$ cat config.mk
export PLATFORM = sky130hd
export DESIGN_NAME = priority_scheduler_with_aging_top
export DESIGN_NICKNAME = d
export VERILOG_FILES = /design/src/rtl/core/psa_pkg.sv /design/src/rtl/core/psa_table.sv /design/src/rtl/core/priority_scheduler_with_aging_top.sv
export SDC_FILE = /design/constraint.sdc
export NUM_CORES = 2
export LEC_CHECK = 0
export BUFFER_PORTS_ARGS = -buffer_cell sky130_fd_sc_hd__buf_2
export CORE_MARGIN = 2
export CORE_UTILIZATION = 28
export DETAILED_ROUTE_END_ITERATION = 8
export MAX_ROUTING_LAYER = met4
export SLEW_MARGIN = 20
export SYNTH_ARGS = -nofsm -noshare
export SYNTH_HDL_FRONTEND = slang
export SYNTH_SLANG_ARGS = --single-unit
$ cat constraint.sdc
create_clock -name clk -period 16.85 [get_ports clk]
set_input_delay 0.8425 -clock clk [delete_from_list [all_inputs] [get_ports clk]]
set_output_delay 0.8425 -clock clk [all_outputs]
set_load 0.02 [all_outputs]
$ cat src/rtl/core/psa_pkg.sv
package psa_pkg;

  // Table depth default
  localparam int unsigned MAX_PROCESSES_DEF = 16;

  // Field widths
  localparam int unsigned TIME_W   = 16;
  localparam int unsigned PRI_W    = 32;
  localparam int unsigned CFG_IDX_W = 4;
  localparam int unsigned CFG_DAT_W = 8;

  localparam logic [TIME_W-1:0] TIME_MAX = '1;

  // Register indexes
  localparam logic [CFG_IDX_W-1:0] CFG_PROCESS_COUNT = 4'd0;
  localparam logic [CFG_IDX_W-1:0] CFG_AGING_STEP    = 4'd1;

  // Register reset values
  localparam logic [4:0] PROCESS_COUNT_RST = 5'd1;
  localparam logic [7:0] AGING_STEP_RST    = 8'd2;

  // Operation codes
  localparam logic OP_LOAD = 1'b0;
  localparam logic OP_TICK = 1'b1;

  // One process table entry
  typedef struct packed {
    logic [TIME_W-1:0]        arrival;
    logic [TIME_W-1:0]        remaining;
    logic signed [PRI_W-1:0]  pri;
    logic [TIME_W-1:0]        waiting;
  } psa_entry_t;

endpackage

$ cat src/rtl/core/psa_table.sv
module psa_table #(
  parameter int unsigned DEPTH = psa_pkg::MAX_PROCESSES_DEF
) (
  input  logic                   clk,
  input  logic                   rst_n,
  input  logic [$clog2(DEPTH)-1:0] rd_addr,
  output psa_pkg::psa_entry_t    rd_data,
  input  logic                   wr_en,
  input  logic [$clog2(DEPTH)-1:0] wr_addr,
  input  psa_pkg::psa_entry_t    wr_data
);

  psa_pkg::psa_entry_t mem [DEPTH];
  logic [DEPTH-1:0]    wvalid_r;
  psa_pkg::psa_entry_t rd_q_r;
  logic                rd_wv_r;

  // Write the entry and read one slot per cycle
  always_ff @(posedge clk) begin
    if (wr_en) begin
      mem[wr_addr] <= wr_data;
    end
    rd_q_r  <= mem[rd_addr];
    rd_wv_r <= wvalid_r[rd_addr];
  end

  // Mark waiting counts as written; unmarked ones read zero
  always_ff @(posedge clk) begin
    if (!rst_n) begin
      wvalid_r <= '0;
    end else if (wr_en) begin
      wvalid_r[wr_addr] <= 1'b1;
    end
  end

  always_comb begin
    rd_data = rd_q_r;
    if (!rd_wv_r) begin
      rd_data.waiting = '0;
    end
  end

endmodule

$ cat src/rtl/core/priority_scheduler_with_aging_top.sv
// Channel | Direction | Handshake          | Payload
// in_     | input     | in_valid/in_stall   | operation, slot, arrival, burst, priority_req
// out_    | output    | out_valid/out_stall | run_slot, idle, finished, turnaround,
//         |           |                     | wait_total, all_done
// cfg_    | input     | cfg_valid/cfg_ready | cfg_index, cfg_data
//
// A load is written in ST_IDLE. A tick walks the single read port of the process table
// twice over the n slots in use, n being the slots in use: ST_PREV reads the running slot,
// ST_SCAN picks the running slot, ST_UPD ages, counts waiting and updates, ST_FIN reports.
// Reset is synchronous; waiting counts of unwritten slots read as zero through per-slot valid bits.
// in_stall is high while a tick is under way. A finished tick waits in its last
// state while an earlier result beat is still held by out_stall.
module priority_scheduler_with_aging_top #(
  parameter int unsigned MAX_PROCESSES = psa_pkg::MAX_PROCESSES_DEF
) (
  input  logic                              clk,
  input  logic                              rst_n,
  input  logic                              in_valid,
  output logic                              in_stall,
  input  logic                              in_operation,
  input  logic [3:0]                        in_slot,
  input  logic [15:0]                       in_arrival,
  input  logic [15:0]                       in_burst,
  input  logic signed [15:0]                in_priority_req,
  output logic                              out_valid,
  input  logic                              out_stall,
  output logic [3:0]                        out_run_slot,
  output logic                              out_idle,
  output logic                              out_finished,
  output logic [15:0]                       out_turnaround,
  output logic [15:0]                       out_wait_total,
  output logic                              out_all_done,
  input  logic                              cfg_valid,
  output logic                              cfg_ready,
  input  logic [psa_pkg::CFG_IDX_W-1:0]     cfg_index,
  input  logic [psa_pkg::CFG_DAT_W-1:0]     cfg_data
);

  localparam int unsigned IDX_W = $clog2(MAX_PROCESSES);
  localparam int unsigned CNT_W = $clog2(MAX_PROCESSES + 1);
  localparam int unsigned TW    = psa_pkg::TIME_W;
  localparam int unsigned PW    = psa_pkg::PRI_W;

  typedef enum logic [4:0] {
    ST_IDLE = 5'b00001,
    ST_PREV = 5'b00010,
    ST_SCAN = 5'b00100,
    ST_UPD  = 5'b01000,
    ST_FIN  = 5'b10000
  } state_t;

  state_t               state_r, state_nxt;
  logic [4:0]           pc_r, pc_nxt;
  logic [7:0]           aging_r, aging_nxt;
  logic [TW-1:0]        ct_r, ct_nxt;
  logic [TW-1:0]        earliest_r, earliest_nxt;
  logic [IDX_W-1:0]     running_r, running_nxt;
  logic                 started_r, started_nxt;
  logic                 out_valid_r, out_valid_nxt;

  logic [IDX_W-1:0]     idx_r, idx_nxt;
  logic [IDX_W-1:0]     best_idx_r, best_idx_nxt;
  logic signed [PW-1:0] best_pri_r, best_pri_nxt;
  logic                 have_r, have_nxt;
  logic                 notdone_r, notdone_nxt;
  logic                 fin_r, fin_nxt;
  logic [TW-1:0]        tat_r, tat_nxt;
  logic [TW-1:0]        wt_r, wt_nxt;

  logic [3:0]           o_slot_r, o_slot_nxt;
  logic                 o_idle_r, o_idle_nxt;
  logic                 o_fin_r, o_fin_nxt;
  logic [TW-1:0]        o_tat_r, o_tat_nxt;
  logic [TW-1:0]        o_wt_r, o_wt_nxt;
  logic                 o_done_r, o_done_nxt;

  logic [IDX_W-1:0]     rd_addr;
  psa_pkg::psa_entry_t  entry;
  logic                 wr_en;
  logic [IDX_W-1:0]     wr_addr;
  psa_pkg::psa_entry_t  wr_data;

  logic [CNT_W-1:0]     n_use;
  logic [IDX_W-1:0]     last_idx;
  logic [IDX_W-1:0]     cur_idx;
  logic                 in_use;
  logic                 ready_cur;
  logic                 ready_new;
  logic [TW-1:0]        ct_inc;
  logic                 is_sel;
  logic                 add_a;
  logic                 add_b;
  logic [TW:0]          w_sum;
  logic [TW-1:0]        w_new;
  logic [TW-1:0]        rem_new;
  logic signed [PW:0]   pri_dif;
  logic signed [PW-1:0] pri_new;
  logic                 in_acc;
  logic                 slot_ok;
  logic                 slot_in_use;

  psa_table #(.DEPTH(MAX_PROCESSES)) u_table (
    .clk     (clk),
    .rst_n   (rst_n),
    .rd_addr (rd_addr),
    .rd_data (entry),
    .wr_en   (wr_en),
    .wr_addr (wr_addr),
    .wr_data (wr_data)
  );

  assign in_stall  = (state_r != ST_IDLE);
  assign in_acc    = in_valid && !in_stall;
  assign cfg_ready = 1'b1;

  assign out_valid      = out_valid_r;
  assign out_run_slot   = o_slot_r;
  assign out_idle       = o_idle_r;
  assign out_finished   = o_fin_r;
  assign out_turnaround = o_tat_r;
  assign out_wait_total = o_wt_r;
  assign out_all_done   = o_done_r;

  // Clamp the slot count to the table; a count of zero uses one slot
  always_comb begin
    if (pc_r == 5'd0) begin
      n_use = CNT_W'(1);
    end else if (32'(pc_r) > MAX_PROCESSES) begin
      n_use = CNT_W'(MAX_PROCESSES);
    end else begin
      n_use = CNT_W'(pc_r);
    end
  end

  assign last_idx    = IDX_W'(n_use - CNT_W'(1));
  assign slot_ok     = 32'(in_slot) < MAX_PROCESSES;
  assign slot_in_use = 32'(in_slot) < 32'(n_use);

  // Readiness of the slot whose entry is on the read port
  assign cur_idx   = (state_r == ST_PREV) ? running_r : idx_r;
  assign in_use    = 32'(cur_idx) < 32'(n_use);
  assign ct_inc    = (ct_r == psa_pkg::TIME_MAX) ? ct_r : ct_r + TW'(1);
  assign ready_cur = in_use && (entry.arrival <= ct_r) && (entry.remaining != '0);
  assign ready_new = in_use && (entry.arrival <= ct_inc) && (entry.remaining != '0);

  // Shared update unit: aging, burst and waiting for one slot
  assign is_sel  = (idx_r == best_idx_r);
  assign add_a   = (best_idx_r != running_r) && ready_cur && !is_sel;
  assign add_b   = ready_new && !is_sel;
  assign w_sum   = {1'b0, entry.waiting} + (TW+1)'(add_a) + (TW+1)'(add_b);
  assign w_new   = w_sum[TW] ? psa_pkg::TIME_MAX : w_sum[TW-1:0];
  assign rem_new = is_sel ? entry.remaining - TW'(1) : entry.remaining;
  assign pri_dif = $signed({entry.pri[PW-1], entry.pri}) - $signed({{(PW-7){1'b0}}, aging_r});
  always_comb begin
    if (is_sel) begin
      pri_new = entry.pri;
    end else if (pri_dif[PW] != pri_dif[PW-1]) begin
      pri_new = {1'b1, {(PW-1){1'b0}}};
    end else begin
      pri_new = pri_dif[PW-1:0];
    end
  end

  // Sequencer
  always_comb begin
    state_nxt     = state_r;
    pc_nxt        = pc_r;
    aging_nxt     = aging_r;
    ct_nxt        = ct_r;
    earliest_nxt  = earliest_r;
    running_nxt   = running_r;
    started_nxt   = started_r;
    out_valid_nxt = out_valid_r;
    idx_nxt       = idx_r;
    best_idx_nxt  = best_idx_r;
    best_pri_nxt  = best_pri_r;
    have_nxt      = have_r;
    notdone_nxt   = notdone_r;
    fin_nxt       = fin_r;
    tat_nxt       = tat_r;
    wt_nxt        = wt_r;
    o_slot_nxt    = o_slot_r;
    o_idle_nxt    = o_idle_r;
    o_fin_nxt     = o_fin_r;
    o_tat_nxt     = o_tat_r;
    o_wt_nxt      = o_wt_r;
    o_done_nxt    = o_done_r;
    rd_addr       = running_r;
    wr_en         = 1'b0;
    wr_addr       = IDX_W'(in_slot);
    wr_data       = '0;

    // Take configuration writes
    if (cfg_valid && cfg_ready) begin
      if (cfg_index == psa_pkg::CFG_PROCESS_COUNT) begin
        pc_nxt = cfg_data[4:0];
      end else if (cfg_index == psa_pkg::CFG_AGING_STEP) begin
        aging_nxt = cfg_data;
      end
    end

    // Drop the result beat once taken
    if (out_valid_r && !out_stall) begin
      out_valid_nxt = 1'b0;
    end

    unique case (state_r)
      ST_IDLE: begin
        rd_addr = running_r;
        if (in_acc) begin
          if (in_operation == psa_pkg::OP_LOAD) begin
            if (slot_ok) begin
              wr_en             = 1'b1;
              wr_addr           = IDX_W'(in_slot);
              wr_data.arrival   = in_arrival;
              wr_data.remaining = in_burst;
              wr_data.pri       = {{(PW-16){in_priority_req[15]}}, in_priority_req};
              wr_data.waiting   = '0;
              if (!started_r && slot_in_use && (in_arrival < earliest_r)) begin
                earliest_nxt = in_arrival;
                running_nxt  = IDX_W'(in_slot);
              end
            end
          end else begin
            if (!started_r) begin
              ct_nxt      = earliest_r;
              started_nxt = 1'b1;
            end
            state_nxt = ST_PREV;
          end
        end
      end
      ST_PREV: begin
        best_idx_nxt = running_r;
        best_pri_nxt = entry.pri;
        have_nxt     = ready_cur;
        idx_nxt      = '0;
        rd_addr      = '0;
        state_nxt    = ST_SCAN;
      end
      ST_SCAN: begin
        if (ready_cur && (!have_r || ($signed(entry.pri) < best_pri_r))) begin
          best_idx_nxt = idx_r;
          best_pri_nxt = entry.pri;
          have_nxt     = 1'b1;
        end
        if (idx_r == last_idx) begin
          idx_nxt     = '0;
          rd_addr     = '0;
          notdone_nxt = 1'b0;
          fin_nxt     = 1'b0;
          tat_nxt     = '0;
          wt_nxt      = '0;
          state_nxt   = ST_UPD;
        end else begin
          idx_nxt = idx_r + IDX_W'(1);
          rd_addr = idx_r + IDX_W'(1);
        end
      end
      ST_UPD: begin
        if (have_r) begin
          wr_en             = 1'b1;
          wr_addr           = idx_r;
          wr_data.arrival   = entry.arrival;
          wr_data.remaining = rem_new;
          wr_data.pri       = pri_new;
          wr_data.waiting   = w_new;
          if (rem_new != '0) begin
            notdone_nxt = 1'b1;
          end
          if (is_sel && (rem_new == '0)) begin
            fin_nxt = 1'b1;
            tat_nxt = ct_inc - entry.arrival;
            wt_nxt  = entry.waiting;
          end
        end else if (entry.remaining != '0) begin
          notdone_nxt = 1'b1;
        end
        if (idx_r == last_idx) begin
          rd_addr   = running_r;
          state_nxt = ST_FIN;
        end else begin
          idx_nxt = idx_r + IDX_W'(1);
          rd_addr = idx_r + IDX_W'(1);
        end
      end
      ST_FIN: begin
        if (!out_valid_r || !out_stall) begin
          out_valid_nxt = 1'b1;
          o_slot_nxt    = have_r ? 4'(best_idx_r) : 4'd0;
          o_idle_nxt    = !have_r;
          o_fin_nxt     = fin_r;
          o_tat_nxt     = tat_r;
          o_wt_nxt      = wt_r;
          o_done_nxt    = !notdone_r;
          ct_nxt        = ct_inc;
          if (have_r) begin
            running_nxt = best_idx_r;
          end
          state_nxt = ST_IDLE;
        end
      end
      default: begin
        state_nxt = ST_IDLE;
      end
    endcase
  end

  // Control state
  always_ff @(posedge clk) begin
    if (!rst_n) begin
      state_r     <= ST_IDLE;
      pc_r        <= psa_pkg::PROCESS_COUNT_RST;
      aging_r     <= psa_pkg::AGING_STEP_RST;
      ct_r        <= '0;
      earliest_r  <= psa_pkg::TIME_MAX;
      running_r   <= '0;
      started_r   <= 1'b0;
      out_valid_r <= 1'b0;
    end else begin
      state_r     <= state_nxt;
      pc_r        <= pc_nxt;
      aging_r     <= aging_nxt;
      ct_r        <= ct_nxt;
      earliest_r  <= earliest_nxt;
      running_r   <= running_nxt;
      started_r   <= started_nxt;
      out_valid_r <= out_valid_nxt;
    end
  end

  // Working and result registers
  always_ff @(posedge clk) begin
    idx_r      <= idx_nxt;
    best_idx_r <= best_idx_nxt;
    best_pri_r <= best_pri_nxt;
    have_r     <= have_nxt;
    notdone_r  <= notdone_nxt;
    fin_r      <= fin_nxt;
    tat_r      <= tat_nxt;
    wt_r       <= wt_nxt;
    o_slot_r   <= o_slot_nxt;
    o_idle_r   <= o_idle_nxt;
    o_fin_r    <= o_fin_nxt;
    o_tat_r    <= o_tat_nxt;
    o_wt_r     <= o_wt_nxt;
    o_done_r   <= o_done_nxt;
  end

endmodule

==> results.md <==
* Cell taking the most area after synthesis: edfxtp_1
* Largest net degree at the start of global routing at 184
* Setup WS post-layout at 8.38 ns
* Crit-path leading delay family: simple AND/OR/NAND/NOR gates
* CP max stage cell: a21oi_1
* Final setup fails at 0
* Hold Buf Count CTS at 0
* Status: finished, final reports clean
* Yosys top cell area share at 0.668
* Post-route ant nets at 0
* Crit Path Category: register to register
* Final wirelength at 167 mm
* Asr flop ratio synth at 0
* Post-DP HPWL at 87.9 mm
* Period utilization at 0.503
* Dpl cells at 7321
* Final instance area at 72300 um^2
* Std cell rows at 173
* H-tree Lvls at 4
* Distinct cells, synth at 68
* Syn_area_per_cell at 14.4 um^2
* Critical Path AT at 8.89 ns
* Area growth syn-to-layout at 15.3%
* Root buf cell: clkbuf_16
* CTS Buf Count at 153
* Clk Latency, worst-skew pair at 0.79 ns
* Clk slew on worst S/H paths at 0.07 ns
* Sequential Area at 44900 um^2
* Post-synth top cells: 1394 x edfxtp_1, 463 x nand2_1, 399 x a21oi_1, 346 x mux2i_1, 245 x a221oi_1
* GRT Resource Usage Total at 0.146
* Slew @ Worst Pin at 1.17 ns
* # fillers at 21529
* Finished Layout Cells at 7605
* Cells after Synth at 4364
* Gpl congestion at 0.829
* Vias/cell at 4.99
* Residual DRC at 0
* Most used cell, CP: a21oi_1
* WL/cell at 22.0 um
* Crit end category: register
* Core area at 222000 um^2
* Multi-input logic area at 16300 um^2
* Final hold vios at 0
* Max FO, Critical Path at 16
* Clock buffer depth at 3
* Slew Viols, Final at 0
* Top cells by area, synth: edfxtp_1 67%, mux2i_1 5.5%, dfxtp_1 4.9%
* Fmax at 0.118 GHz
* Via count of the first global-routing pass at 36796
* Post_cts resized at 0
* Max-cap violations at 0
* Main synth FF type: edfxtp_1
* Initial Util at 0.282
* Leakage power at 24.2 nW
* Crit-path max cell delay at 1.21 ns
* Clk_skew at 0.0244 ns
* Worst min path class: primary input to register
* Port-buffer cells at 110
* CP Launch Type: register
* Required @ worst endpoint at 17.28 ns
* Count leader, synth: edfxtp_1
* Slew HR at 0.221
* Initial antenna violation count at 13
* Pre-CTS setup slack at 8.57 ns
* Die span in x at 477 um
* Die Y at 477 um
* Total die area at 228000 um^2
* 1st-iter DRT viols at 4216
* Global-route wire length before repair at 244 mm
* Clock sinks at 1547
* Maximum VDD drop at 0.0967 mV
* Setup TNS at 0 ns
* Vias at 37926
* Minimum clock period at 8.47 ns
* Area post-placement at 67100 um^2
* Ratio of cells with drive above 1 in the final layout at 0.116
* Yosys Warn Count at 0
* CTS tree: done
* Tot Pwr at 8.60 mW
* Pwr dens at 119 nW/um^2
* Yosys reg bits at 1547
* I/O Pins at 112
* Register area share after synthesis at 0.717
* Post-Syn Area at 62600 um^2
* Unrepaired setup endpoints after global routing: false
* Syn Nets at 4536
* Cell Chain, Critical Path: ha_1 > nand4_1 > nor4_1 > nand3_1 > o21ai_0 > fa_1 > a21o_1 > a21oi_1 > o21ai_0 > a21oi_1 > a21oi_1 > a41oi_1 > a21oi_1 > a21oi_1 > nor4b_1 > fa_1 > ha_1 > and3_1 > and4_1 > nand4_1 > a21oi_1
* Total grt overflow at 0
* Post-CTS Setup Repair Bufs at 0
* DR pass1 iterations at 5
* Worst Path Buf+Inv at 0
* EDFF count, synth at 1394
* Final #Nets at 4673
flip-flops by register name, summed over array words and instances, names as in the netlist, 4 cells and up:
name	cells
ct_r	16
best_idx_r	4
out_run_slot	4
u_table.rd_data	64
wt_r	16
out_turnaround	16
running_r	4
pc_r	5
idx_r	4
earliest_r	16
state_r	5
u_table.rd_q_r	16
best_pri_r	32
u_table.mem	1280
tat_r	16
aging_r	8
out_wait_total	16
u_table.wvalid_r	16
per-stage QoR:
step	hold WS, ns	util
5_1_grt	0.311	0.325
3_5_place_dp	0.405	0.302
4_1_cts	0.274	0.325
6_report	0.336	0.325
2_1_floorplan	0.400	-
3_3_place_gp	0.403	0.302
layout make-up:
cell class | instances | share of cell area
antenna | 3 | 0.000104
timing repair buffer | 249 | 0.0229
multi-input combinational | 2433 | 0.226
clock inverter | 65 | 0.0119
inverter | 117 | 0.00610
tap | 2975 | 0.0515
clock buffer | 216 | 0.0598
sequential | 1547 | 0.622
worst register-to-register path, stage by stage (launching register included):
cell     delay, ns
dfxtp_1       0.44
ha_1          0.25
nand4_1       0.16
nor4_1        0.57
nand3_1       0.51
o21ai_0       0.54
fa_1          0.31
a21o_1        0.13
a21oi_1       0.09
o21ai_0       0.17
a21oi_1       0.15
a21oi_1       0.29
a41oi_1       0.23
a21oi_1       0.27
a21oi_1       0.13
nor4b_1       0.61
fa_1          0.41
ha_1          0.26
and3_1        0.26
and4_1        0.33
nand4_1       0.80
a21oi_1       1.22
layout by cell type, fill, tap and decap left out, types with 9 or more instances in the layout:
cell and instances:
a211oi_1 14, a21o_1 27, a21oi_1 397, a221oi_1 245, a22oi_1 11, a31oi_1 14
and2_1 9, and3_1 26, buf_2 110, buf_4 135, bufinv_16 18, clkbuf_1 41
clkbuf_16 156, clkbuf_8 19, clkinv_2 26, dfxtp_1 153, edfxtp_1 1394, ha_1 99
inv_1 116, mux2i_1 346, nand2_1 462, nand2b_1 9, nand3_1 31, nand4_1 19
nor2_1 146, nor2_4 16, nor2b_1 9, nor3_1 31, nor4_1 20, o21ai_0 130
o22ai_1 82, or3_1 11, or4_1 83, xnor2_1 61, xor2_1 38
kinds of logic after synthesis:
logic type,Yosys count,share of synthesized area
compound gates,971,0.0987
simple gates,910,0.0670
flops,1547,0.717
other cells,1,0.0000599
mux,350,0.0560
xor+xnor,99,0.0138
fa+ha+maj,102,0.0207
buf+inv,384,0.0266
worst paths after layout:
kind | from | endpoint | slack [ns] | cells after the start
worst max-delay path | ct_r[0] | u_table.mem[0][2] | 8.38 | 21
worst min-delay path | cfg_data[1] | aging_r[1] | 0.34 | 3
worst max register to register | ct_r[0] | u_table.mem[0][2] | 8.38 | 21
worst min register to register | tat_r[4] | out_turnaround[4] | 0.42 | 0
routing by layer:
layer  share of wire  up-vias  GRT usage  routed length, um
li1                -    17078          -                  -
met1            0.43    19167      0.192              72000
met2            0.48     1423      0.236              79800
met3           0.073      258     0.0233              12100
met4           0.020        0     0.0366               3310
met5               0        -          -                  0
power breakdown:
| group | leakage [nW] | internal [mW] | total, mW | switching (mW) |
|---|---|---|---|---|
| Clock | 2.53 | 2.07 | 3.51 | 1.44 |
| Sequential | 13.8 | 4.25 | 4.33 | 0.0843 |
| Combinational | 7.86 | 0.266 | 0.758 | 0.492 |
Power figures use the tool's default switching activity.
